--- config.mk ---
export PLATFORM = sky130hd
export DESIGN_NAME = bdsc_regs
export DESIGN_NICKNAME = d
export VERILOG_FILES = /design/src/hdl/bdsc_pkg.sv /design/src/hdl/bdsc_regs.sv
export SDC_FILE = /design/constraint.sdc
export NUM_CORES = 1
export LEC_CHECK = 0
export BUFFER_PORTS_ARGS = -buffer_cell sky130_fd_sc_hd__buf_2
export CORE_MARGIN = 4
export CORE_UTILIZATION = 35
export CTS_CLUSTER_SIZE = 10
export DETAILED_ROUTE_END_ITERATION = 6
export GPL_ROUTABILITY_DRIVEN = 0
export PLACE_DENSITY = 0.74
export SLEW_MARGIN = 15
export SYNTH_ARGS = -nofsm -noshare
export SYNTH_HDL_FRONTEND = slang
export SYNTH_SLANG_ARGS = --single-unit
--- constraint.sdc ---
create_clock -name clk_i -period 1.7 [get_ports clk_i]
set_input_delay 0.34 -clock clk_i [delete_from_list [all_inputs] [get_ports clk_i]]
set_output_delay 0.34 -clock clk_i [all_outputs]
set_load 0.05 [all_outputs]
--- src/hdl/bdsc_pkg.sv ---
// Shared types, constants and register codes for the box downscaler.
package bdsc_pkg;

  // Default sizing of the accumulator memory and the kernel
  localparam int unsigned MAX_WIDTH_DEF = 4096;
  localparam int unsigned MAX_SCALE_DEF = 16;

  // Fixed geometry of the source image and word layout
  localparam int unsigned HEIGHT_LIMIT = 4096;
  localparam int unsigned ROW_W        = 12;
  localparam int unsigned CH_W         = 8;
  localparam int unsigned PIX_W        = 32;
  localparam int unsigned QUOT_STEPS   = 8;

  // Configuration port geometry
  localparam int unsigned PADDR_W = 5;
  localparam int unsigned PDATA_W = 32;
  localparam int unsigned SCALE_W = 5;
  localparam int unsigned SIZE_W  = 13;
  localparam int unsigned BADJ_W  = 9;

  // Register reset values
  localparam logic [SCALE_W-1:0]       SCALE_RST  = 5'd2;
  localparam logic [SIZE_W-1:0]        WIDTH_RST  = 13'd64;
  localparam logic [SIZE_W-1:0]        HEIGHT_RST = 13'd64;
  localparam logic signed [BADJ_W-1:0] BADJ_RST   = 9'sd0;

  // Register indexes (word address)
  typedef enum logic [2:0] {
    REG_SCALE   = 3'd0,
    REG_WIDTH   = 3'd1,
    REG_HEIGHT  = 3'd2,
    REG_BADJ    = 3'd3,
    REG_AWEIGHT = 3'd4
  } reg_idx_e;

  typedef struct packed {
    logic [SCALE_W-1:0]       scale;
    logic [SIZE_W-1:0]        img_w;
    logic [SIZE_W-1:0]        img_h;
    logic signed [BADJ_W-1:0] badj;
    logic                     skip_clear;
  } cfg_t;

  // Control sequencer states
  typedef enum logic [2:0] {
    ST_IDLE,
    ST_UPD,
    ST_DIV,
    ST_FIXC,
    ST_FIXR
  } state_e;

endpackage

--- src/hdl/bdsc_regs.sv ---
// APB-style configuration register bank of the box downscaler.
module bdsc_regs (
  input  logic                          clk_i,
  input  logic                          rst_ni,
  input  logic                          psel,
  input  logic                          penable,
  input  logic                          pwrite,
  input  logic [bdsc_pkg::PADDR_W-1:0]  paddr,
  input  logic [bdsc_pkg::PDATA_W-1:0]  pwdata,
  output logic [bdsc_pkg::PDATA_W-1:0]  prdata,
  output logic                          pready,
  output bdsc_pkg::cfg_t                cfg_o,
  output logic                          wr_o
);

  bdsc_pkg::cfg_t   cfg_q, cfg_d;
  bdsc_pkg::reg_idx_e idx;
  logic             wr;

  assign idx    = bdsc_pkg::reg_idx_e'(paddr[bdsc_pkg::PADDR_W-1:2]);
  assign wr     = psel && penable && pwrite;
  assign pready = 1'b1;
  assign wr_o   = wr;
  assign cfg_o  = cfg_q;

  // Register write decode
  always_comb begin
    cfg_d = cfg_q;
    if (wr) begin
      unique case (idx)
        bdsc_pkg::REG_SCALE:   cfg_d.scale      = pwdata[bdsc_pkg::SCALE_W-1:0];
        bdsc_pkg::REG_WIDTH:   cfg_d.img_w      = pwdata[bdsc_pkg::SIZE_W-1:0];
        bdsc_pkg::REG_HEIGHT:  cfg_d.img_h      = pwdata[bdsc_pkg::SIZE_W-1:0];
        bdsc_pkg::REG_BADJ:    cfg_d.badj       = $signed(pwdata[bdsc_pkg::BADJ_W-1:0]);
        bdsc_pkg::REG_AWEIGHT: cfg_d.skip_clear = pwdata[0];
        default:               cfg_d = cfg_q;
      endcase
    end
  end

  always_ff @(posedge clk_i or negedge rst_ni) begin
    if (!rst_ni) begin
      cfg_q.scale      <= bdsc_pkg::SCALE_RST;
      cfg_q.img_w      <= bdsc_pkg::WIDTH_RST;
      cfg_q.img_h      <= bdsc_pkg::HEIGHT_RST;
      cfg_q.badj       <= bdsc_pkg::BADJ_RST;
      cfg_q.skip_clear <= 1'b0;
    end else begin
      cfg_q <= cfg_d;
    end
  end

  // Read-back mux
  always_comb begin
    prdata = '0;
    unique case (idx)
      bdsc_pkg::REG_SCALE:   prdata = bdsc_pkg::PDATA_W'(cfg_q.scale);
      bdsc_pkg::REG_WIDTH:   prdata = bdsc_pkg::PDATA_W'(cfg_q.img_w);
      bdsc_pkg::REG_HEIGHT:  prdata = bdsc_pkg::PDATA_W'(cfg_q.img_h);
      bdsc_pkg::REG_BADJ:    prdata = bdsc_pkg::PDATA_W'($unsigned(cfg_q.badj));
      bdsc_pkg::REG_AWEIGHT: prdata = bdsc_pkg::PDATA_W'(cfg_q.skip_clear);
      default:               prdata = '0;
    endcase
  end

endmodule

==> qor.csv <==
metric,value,unit
number of flops mapped to enable cells by yosys,0,
crit path capture type,output port,
diode count,0,
fmax,537,MHz
"Power, Total",0.00388,W
top-count cell post-synth,dfrtp_1,
DR vias,1596,
synthesized area per cell,14.1,um^2
Non-Filler Instances,337,
drt pass-1 iters,4,
final hold violations,1,
CTS Sinks,41,
share of post-route cells with drive strength above 1,75.6,%
critical-path maximum fanout,2,
"Cell Area, Synth",2180,um^2
dominant cell type by area after synthesis,dfrtp_1,
Clock Tree Root,clkbuf_8,
peak supply drop,0.678,mV
CTS tree,done,
unrepaired setup endpoints after global routing,yes,
CTS Buf Count,5,
worst path required time,1360,ps
cell chain of the critical path,mux4_2 -> and2b_2 -> buf_6,
fraction of registers with async set/reset,100,%
status,"complete, but fails checks",
Placeable Area,5990,um^2
Die Width,86.9,um
final worst-path cycle share,109,%
worst setup path class,register to output port,
Placed Cells,311,
Port Buffers,75,
Tot GR Track Use,15.1,%
mux share of post-synthesis cell area,33.3,%
critical path's slowest cell,mux4_2,
area occupied by registers,1030,um^2
clock tree buffer depth,2,
die area,7560,um^2
complex-gate fraction of the synthesized area,2.75,%
DP HPWL,3.96,mm
Arrival @ worst endpoint,1520,ps
post-route cell area,3100,um^2
Starting DRT DRC Count,36,
largest family of logic cells by synthesized area,multiplexers,
Top Ports,117,
largest stage delay on the critical path,450,ps
M1 GR Usage,18.6,%
area of the multi-input gates,1130,um^2
Yosys cell types,23,
number of vias per cell,4.74,
starting density of the core,36.4,%
Post-Synth Adder-Cell Area,0,%
"top cells by area, synth","dfrtp_1 (44%), mux2_4 (20%), mux2_2 (8.3%)",
violated checks,"negative hold slack, negative setup slack",
Nets,303,
Ys Warns,0,
CP startpoint kind,register,
"Clk Latency, worst-skew pair",290,ps
DRC,0,
Antenna Violating Nets Remaining,0,
clk slew on worst S/H paths,90,ps
Synth top cells by count,"dfrtp_1 (38), mux2_4 (29), buf_4 (21), mux2_2 (16), nor2_1 (9)",
fin crit period,1860,ps
Die H,86.9,um
max cap viols,0,
vias in the first global route,1680,
"Buf+Inv Stages, Crit Path",1,
XOR/XNOR Fraction of Synth Area,0,%
fillcell total,529,
largest net degree at the start of global routing,42,
global-route track usage on met3,4.26,%
PD cells,1250,nW/um^2
Synth Instances,155,
fin. max-slew vios,0,
Setup-failing EPs final,6,
leakage power total,1.58,nW
initial antenna violation count,0,
Clock Skew,0,ps
per-cell routed wire length,17.3,um
Top Family by Delay on Critical Path,multiplexers,
Final Util,51.8,%
Hold Buf Count CTS,0,
met2 usage,25.9,%
CTS H-tree depth,2,
Yosys reg bits,41,
Synth Flop Type,dfrtp_1,
GRT Max-Usage Layer,met2,
smallest hold slack,-2.37,ps
GRT Residual Overflow,0,
Worst Hold Class,primary input to asynchronous set/reset pin,
setup ws final,-161,ps
Area growth syn-to-layout,42.3,%
first-pass GRT wire length,8.74,mm
max reg flops,41,
Synth top area share,43.6,%
Post-Synth Simple-Gate Area,7.00,%
Detailed Route WL,5.84,mm
area of placed instances,2730,um^2
post-synthesis sequential area ratio,47.2,%
row count,28,
timing repair:
item	4_1_cts	5_1_grt
gates resized for setup	33	9
endpoints found under the setup margin	13	13
pin swaps	4	4
setup buffers	13	5
hold endpoints to repair	0	0
logic make-up (layout without fill, tap and decap cells):
logic type,after synthesis,after routing
compound gates,8,8
buf+inv,27,116
flops,41,41
mux,51,51
other cells,2,20
simple gates,26,26
path summary, 6_finish.rpt:
| check | slack (ps) | start | cells after the start | end |
|---|---|---|---|---|
| max reg2reg | 660 | cfg_o[14]$_DFFE_PN0P_ | 3 | cfg_o[14]$_DFFE_PN0P_ |
| min in group clk_i | 300 | pwdata[9] | 2 | cfg_o[32]$_DFFE_PN0P_ |
| min | -2 | rst_ni | 2 | cfg_o[13]$_DFFE_PN0P_ |
| min reg2reg | 530 | cfg_o[3]$_DFFE_PN0P_ | 1 | cfg_o[3]$_DFFE_PN0P_ |
| max in group asynchronous | 1410 | rst_ni | 2 | cfg_o[37]$_DFFE_PN1P_ |
| max | -160 | cfg_o[5]$_DFFE_PN0P_ | 3 | prdata[4] |
layout by cell type (no fill, tap or decap), drive strengths merged:
master  synthesis  final
and2            2      2
mux2i           2      2
buf            26    108
a22oi           8      8
dfstp           3      3
nor2b           3      3
or3             1      1
and2b           3      3
dfrtp          38     38
nor3            1      1
mux2           45     45
nand3           1      1
clkbuf          1      6
nand2           1      1
clkinv          0      2
and3            3      3
conb            2     20
nor2            9      9
mux4            4      4
nor3b           1      1
and4b           1      1
routing by layer:
| metal | vias up | part of all wire [%] |
|---|---|---|
| li1 | 720 | - |
| met1 | 800 | 40 |
| met2 | 72 | 51 |
| met3 | 4 | 8.1 |
| met4 | 0 | 0.74 |
| met5 | - | 0 |
cell type report:
class,count,share of cell area (%)
multi-input combinational,105,36.5
sequential,41,33.3
timing repair buffer,108,24.1
tap,75,3.02
clock buffer,6,2.66
clock inverter,2,0.444
report_power, final:
group	leakage (nW)	switching, W	internal [W]
sequential	0.512	0.000147	0.00118
combinational	1.01	0.00123	0.000658
clock	0.0512	0.000344	0.000329
per-stage QoR:
step	hold slack (ps)	setup slack, ps	setup TNS (ps)
floorplan	44.4	-43.5	-43.5
global placement	326	-148	-4260
detailed placement	333	-174	-4920
CTS	11.5	-164	-597
global route	18.1	-225	-945
finish	-2.37	-161	-515
No activity file was read; power rests on OpenSTA's default activity.
