[src/hdl/bdsc_pkg.sv]
// Shared types, constants and register codes for the box downscaler.
package bdsc_pkg;

  // Default sizing of the accumulator memory and the kernel
  localparam int unsigned MAX_WIDTH_DEF = 4096;
  localparam int unsigned MAX_SCALE_DEF = 16;

  // Fixed geometry of the source image and word layout
  localparam int unsigned HEIGHT_LIMIT = 4096;
  localparam int unsigned ROW_W        = 12;
  localparam int unsigned CH_W         = 8;
  localparam int unsigned PIX_W        = 32;
  localparam int unsigned QUOT_STEPS   = 8;

  // Configuration port geometry
  localparam int unsigned PADDR_W = 5;
  localparam int unsigned PDATA_W = 32;
  localparam int unsigned SCALE_W = 5;
  localparam int unsigned SIZE_W  = 13;
  localparam int unsigned BADJ_W  = 9;

  // Register reset values
  localparam logic [SCALE_W-1:0]       SCALE_RST  = 5'd2;
  localparam logic [SIZE_W-1:0]        WIDTH_RST  = 13'd64;
  localparam logic [SIZE_W-1:0]        HEIGHT_RST = 13'd64;
  localparam logic signed [BADJ_W-1:0] BADJ_RST   = 9'sd0;

  // Register indexes (word address)
  typedef enum logic [2:0] {
    REG_SCALE   = 3'd0,
    REG_WIDTH   = 3'd1,
    REG_HEIGHT  = 3'd2,
    REG_BADJ    = 3'd3,
    REG_AWEIGHT = 3'd4
  } reg_idx_e;

  typedef struct packed {
    logic [SCALE_W-1:0]       scale;
    logic [SIZE_W-1:0]        img_w;
    logic [SIZE_W-1:0]        img_h;
    logic signed [BADJ_W-1:0] badj;
    logic                     skip_clear;
  } cfg_t;

  // Control sequencer states
  typedef enum logic [2:0] {
    ST_IDLE,
    ST_UPD,
    ST_DIV,
    ST_FIXC,
    ST_FIXR
  } state_e;

endpackage

[src/hdl/bdsc_mean.sv]
// Four-lane rounded mean: restoring divide, one quotient bit per cycle.
module bdsc_mean #(
  parameter int unsigned ACC_W   = 16,
  parameter int unsigned TALLY_W = 9
) (
  input  logic                              clk_i,
  input  logic                              rst_ni,
  input  logic                              start_i,
  input  logic [ACC_W-1:0]                  sum_a_i,
  input  logic [ACC_W-1:0]                  sum_r_i,
  input  logic [ACC_W-1:0]                  sum_g_i,
  input  logic [ACC_W-1:0]                  sum_b_i,
  input  logic [TALLY_W-1:0]                tally_i,
  input  logic signed [bdsc_pkg::BADJ_W-1:0] badj_i,
  output logic                              busy_o,
  output logic [bdsc_pkg::PIX_W-1:0]        pixel_o
);

  localparam int unsigned DW = ACC_W + 1;
  localparam int unsigned CW = (DW > TALLY_W + 8) ? DW : TALLY_W + 8;
  localparam int unsigned SW = $clog2(bdsc_pkg::QUOT_STEPS);
  localparam int unsigned AW = bdsc_pkg::CH_W + 3;

  logic [CW-1:0]                rem_q [4];
  logic [CW-1:0]                rem_d [4];
  logic [bdsc_pkg::CH_W-1:0]    quo_q [4];
  logic [bdsc_pkg::CH_W-1:0]    quo_d [4];
  logic [TALLY_W-1:0]           n_q;
  logic [SW-1:0]                step_q;
  logic                         busy_q;
  logic [CW-1:0]                dsh;
  logic [CW-1:0]                half;
  logic [ACC_W-1:0]             sums [4];
  logic signed [AW-1:0]         alpha_s;
  logic [bdsc_pkg::CH_W-1:0]    alpha_c;

  assign sums[0] = sum_a_i;
  assign sums[1] = sum_r_i;
  assign sums[2] = sum_g_i;
  assign sums[3] = sum_b_i;
  assign half    = CW'(tally_i >> 1);
  assign dsh     = CW'(n_q) << step_q;

  // One trial subtraction per lane
  always_comb begin
    for (int c = 0; c < 4; c++) begin
      rem_d[c] = rem_q[c];
      quo_d[c] = quo_q[c];
      if (start_i) begin
        rem_d[c] = CW'(sums[c]) + half;
        quo_d[c] = '0;
      end else if (busy_q && rem_q[c] >= dsh) begin
        rem_d[c]         = rem_q[c] - dsh;
        quo_d[c][step_q] = 1'b1;
      end
    end
  end

  always_ff @(posedge clk_i) begin
    for (int c = 0; c < 4; c++) begin
      rem_q[c] <= rem_d[c];
      quo_q[c] <= quo_d[c];
    end
    if (start_i) begin
      n_q <= tally_i;
    end
  end

  always_ff @(posedge clk_i or negedge rst_ni) begin
    if (!rst_ni) begin
      busy_q <= 1'b0;
      step_q <= '0;
    end else if (start_i) begin
      busy_q <= 1'b1;
      step_q <= SW'(bdsc_pkg::QUOT_STEPS - 1);
    end else if (busy_q) begin
      busy_q <= (step_q != '0);
      step_q <= step_q - 1'b1;
    end
  end

  // Alpha gets the brightness offset and a clamp to 0..255
  assign alpha_s = $signed({3'b000, quo_q[0]}) + AW'(badj_i);
  always_comb begin
    if (alpha_s < 0) begin
      alpha_c = '0;
    end else if (alpha_s > $signed(AW'(255))) begin
      alpha_c = '1;
    end else begin
      alpha_c = alpha_s[bdsc_pkg::CH_W-1:0];
    end
  end

  assign busy_o  = busy_q;
  assign pixel_o = (n_q == '0) ? '0 : {alpha_c, quo_q[1], quo_q[2], quo_q[3]};

endmodule

[config.mk]
export PLATFORM = sky130hd
export DESIGN_NAME = bdsc_mean
export DESIGN_NICKNAME = d
export VERILOG_FILES = /design/src/hdl/bdsc_pkg.sv /design/src/hdl/bdsc_mean.sv
export SDC_FILE = /design/constraint.sdc
export NUM_CORES = 1
export LEC_CHECK = 0
export BUFFER_PORTS_ARGS = -buffer_cell sky130_fd_sc_hd__clkbuf_2
export CAP_MARGIN = 20
export CORE_ASPECT_RATIO = 1.25
export CORE_MARGIN = 10
export CORE_UTILIZATION = 30
export DETAILED_ROUTE_END_ITERATION = 8
export MAX_ROUTING_LAYER = met4
export PLACE_DENSITY = 0.44
export SLEW_MARGIN = 10
export SYNTH_ARGS = -nofsm -noshare
export SYNTH_HDL_FRONTEND = slang
export SYNTH_SLANG_ARGS = --single-unit
[constraint.sdc]
create_clock -name clk_i -period 11.49 [get_ports clk_i]
set_clock_uncertainty 0.15 [all_clocks]
set_input_delay 2.298 -clock clk_i [delete_from_list [all_inputs] [get_ports clk_i]]
set_output_delay 2.298 -clock clk_i [all_outputs]
set_load 0.1 [all_outputs]
==> out/metrics.cfg <==
[cells_and_area]
final.fill_count = 3499
final_nets = 1459
fin_util_pct = 35.32
area_delta_synth_final_pct = 16.68
drive_gt1_share_pct = 14.47
n_antenna_cell = 0

[job]
drv_cap = 0

[sta]
slew_headroom_pct = 17.68
tns_ps = 0
finalHoldViolCount = 0
rsz0062_at_grt = no
max_freq_ghz = 0.1401
timing.final.crit_share_pct = 62.11
setup_violations = 0
report.final.slew_viol_count = 0
worstMarginPinSlew_ps = 1235
period_minus_slack_ps = 7137

[detailed_routing]
drc = 0
first_pass_iters = 5
vias = 8733
ant_nets = 0
wl_per_cell_um = 18.16
drt_iter0_drc = 509
avgViaCountPerCell = 5.152
wirelength_um = 30790

[clocking]
cts_buffers = 17
cts_setup_buffers = 0
htreeDepth = 4
cts_tree = yes
clock-root-buffer = clkbuf_16
clock_path_buffers = 2
clk_pin_slew_ps = 60
clock_latency_ps = 430
cts.repair.resized = 0
hold_buffers = 0
clock-sinks = 113

[pwr]
peakVddDrop_mv = 0.09974
p_clk_share_pct = 17.7
power_switching_uw = 1351
power.internal_uw = 1645
p_seq_share_pct = 23.5
switching_share_pct = 45.09
p_comb_share_pct = 58.7
p_leak_uw = 0.004968
power.density_nw_per_um2 = 253.8

[global_routing]
grt_usage_pct = 15.38
grt_pass1_vias = 8769
overflow = 0
grt_max_degree = 68
grt_pass1_wl_um = 48240
antenna_found_initial = 0

[placement]
numPortBuffers = 117
gp_congestion = 0.8141
hpwl_um = 23280

[setup_path]
r2r-start = step_q[0]
cp-end-kind = output port
reg2reg_to = rem_q[3][16]
path_buf_inv = 3
cp.required_ps = 9040
reg2reg_slack_ps = 6400
reg2reg_depth = 10
crit_path_max_fanout = 5
cpPeakStageDelay_ps = 450
worstSetupPathType = input port to output port
critPathTopFamily = compound AO/OA/AOI/OAI gates
critical_path.cell_chain = clkbuf_2 -> ha_1 -> inv_1 -> fa_1 -> nor2b_1 -> o31a_1 -> o21a_1 -> o21ai_0 -> a21oi_1 -> o2bb2ai_1 -> o21a_1 -> clkbuf_2
start_kind = input port
crit_slowest_cell = clkbuf_2
arrival_ps = 4690

[logic_synthesis]
synth_cell_types = 69
synth.cells.most_frequent = 106 x ha_1, 97 x a21oi_1, 91 x nand2_1
ys.flop_type = edfxtp_1
yosysSeqAreaShare_pct = 30.19
synth_area_um2 = 10110
synth_cells = 1146
synth_area_leaders = edfxtp_1 23%, ha_1 13%, dfxtp_1 6.3%, xnor2_1 6.1%, a21oi_1 4.8%
synth_edf_count = 77
synthArstFlopShare_pct = 3.540
synth-seq-cells = 113
syn_area_per_cell_um2 = 8.825
yosysTopAreaCell = edfxtp_1
yosys.area.top_type_share_pct = 22.86
synth_nets = 1346
yosys_warnings = 0
synth_most_common_cell = ha_1

[floorplanning]
rows = 75
die_h_um = 225.3
ios = 118
die_area_um2 = 41500
core_um2 = 33410
die_x_um = 184.2
start_util_pct = 30.27

[run_status]
outcome = completed

[min_path]
hold_path.startpoint = quo_q[0][4]
hold_path_class = flip-flop to flip-flop
hold_depth = 2
hold_end = quo_q[0][4]

-- placed cells by master (no fill, tap or decap), drive strengths merged, types with 34 or more instances in the layout --
cell / instances
a21oi: 98
a31oi: 34
clkbuf: 138
edfxtp: 77
ha: 106
inv: 70
nand2: 91
nor2: 73
o21ai: 83
xnor2: 71
xor2: 36
-- metrics by stage --
stage	hold WS [ps]	cell area, um2	power (uW)	setup WS (ps)	cells
2_1_floorplan	286.7	10110	2081	4466	1146
3_5_place_dp	309.9	11200	2472	4361	1663
6_report	314.2	11800	2995	4353	1695
5_1_grt	331.5	11800	3257	4064	1695
4_1_cts	318.9	11800	3026	4343	1695
3_3_place_gp	304.2	11200	2475	4351	1663
-- routing by layer --
layer	routed length, um	share of wire, %	global-route usage [%]
met5	0	0	-
met4	499	1.6	4.342
met3	1121	3.6	2.403
met2	14750	48	25.35
met1	14420	47	19.09
-- power by group through the flow --
stage | clock [uW] | sequential [uW] | combinational (uW)
floorplan | 0 | 692 | 1390
global placement | 0 | 713 | 1760
detailed placement | 0 | 715 | 1760
CTS | 546 | 707 | 1770
global route | 563 | 721 | 1970
finish | 531 | 705 | 1760
-- final cells by class --
cell class,count,area (um2),share of cell area [%]
Clock buffer,22,528.0,4.475
Clock inverter,10,68.82,0.5832
Inverter,68,255.2,2.163
Multi-Input combinational cell,929,6680,56.61
Sequential cell,113,3053,25.87
Tap cell,423,529.3,4.485
Timing Repair Buffer,130,685.7,5.811
-- registers in the layout, indices dropped and copies added, names as in the netlist --
name / count
quo_q: 32
rem_q: 68
n_q: 9
busy_o: 1
step_q: 3
-- worst min-delay path, cell delays in order, from the launching register on --
cell	delay [ps]
dfxtp_1	310
inv_1	50
o32ai_1	50
-- worst max-delay path by stage --
stage                    from     endpoint  cells past startpoint
global route        badj_i[0]  pixel_o[27]                     12
detailed placement  badj_i[0]  pixel_o[27]                     12
finish              badj_i[0]  pixel_o[30]                     12
global placement    badj_i[0]  pixel_o[28]                     12
floorplan           badj_i[0]  pixel_o[27]                     10
CTS                 badj_i[0]  pixel_o[31]                     12
-- cell families (layout without fill, tap and decap cells) --
kind of cell	Yosys count	after routing	synth area share, %
xor+xnor	107	107	9.266
buf+inv	104	230	3.922
flops	113	113	30.19
compound gates	380	380	23.85
mux	34	34	3.749
fa+ha+maj	115	115	14.90
simple gates	293	293	14.13
(Power assumes the default switching activity.)
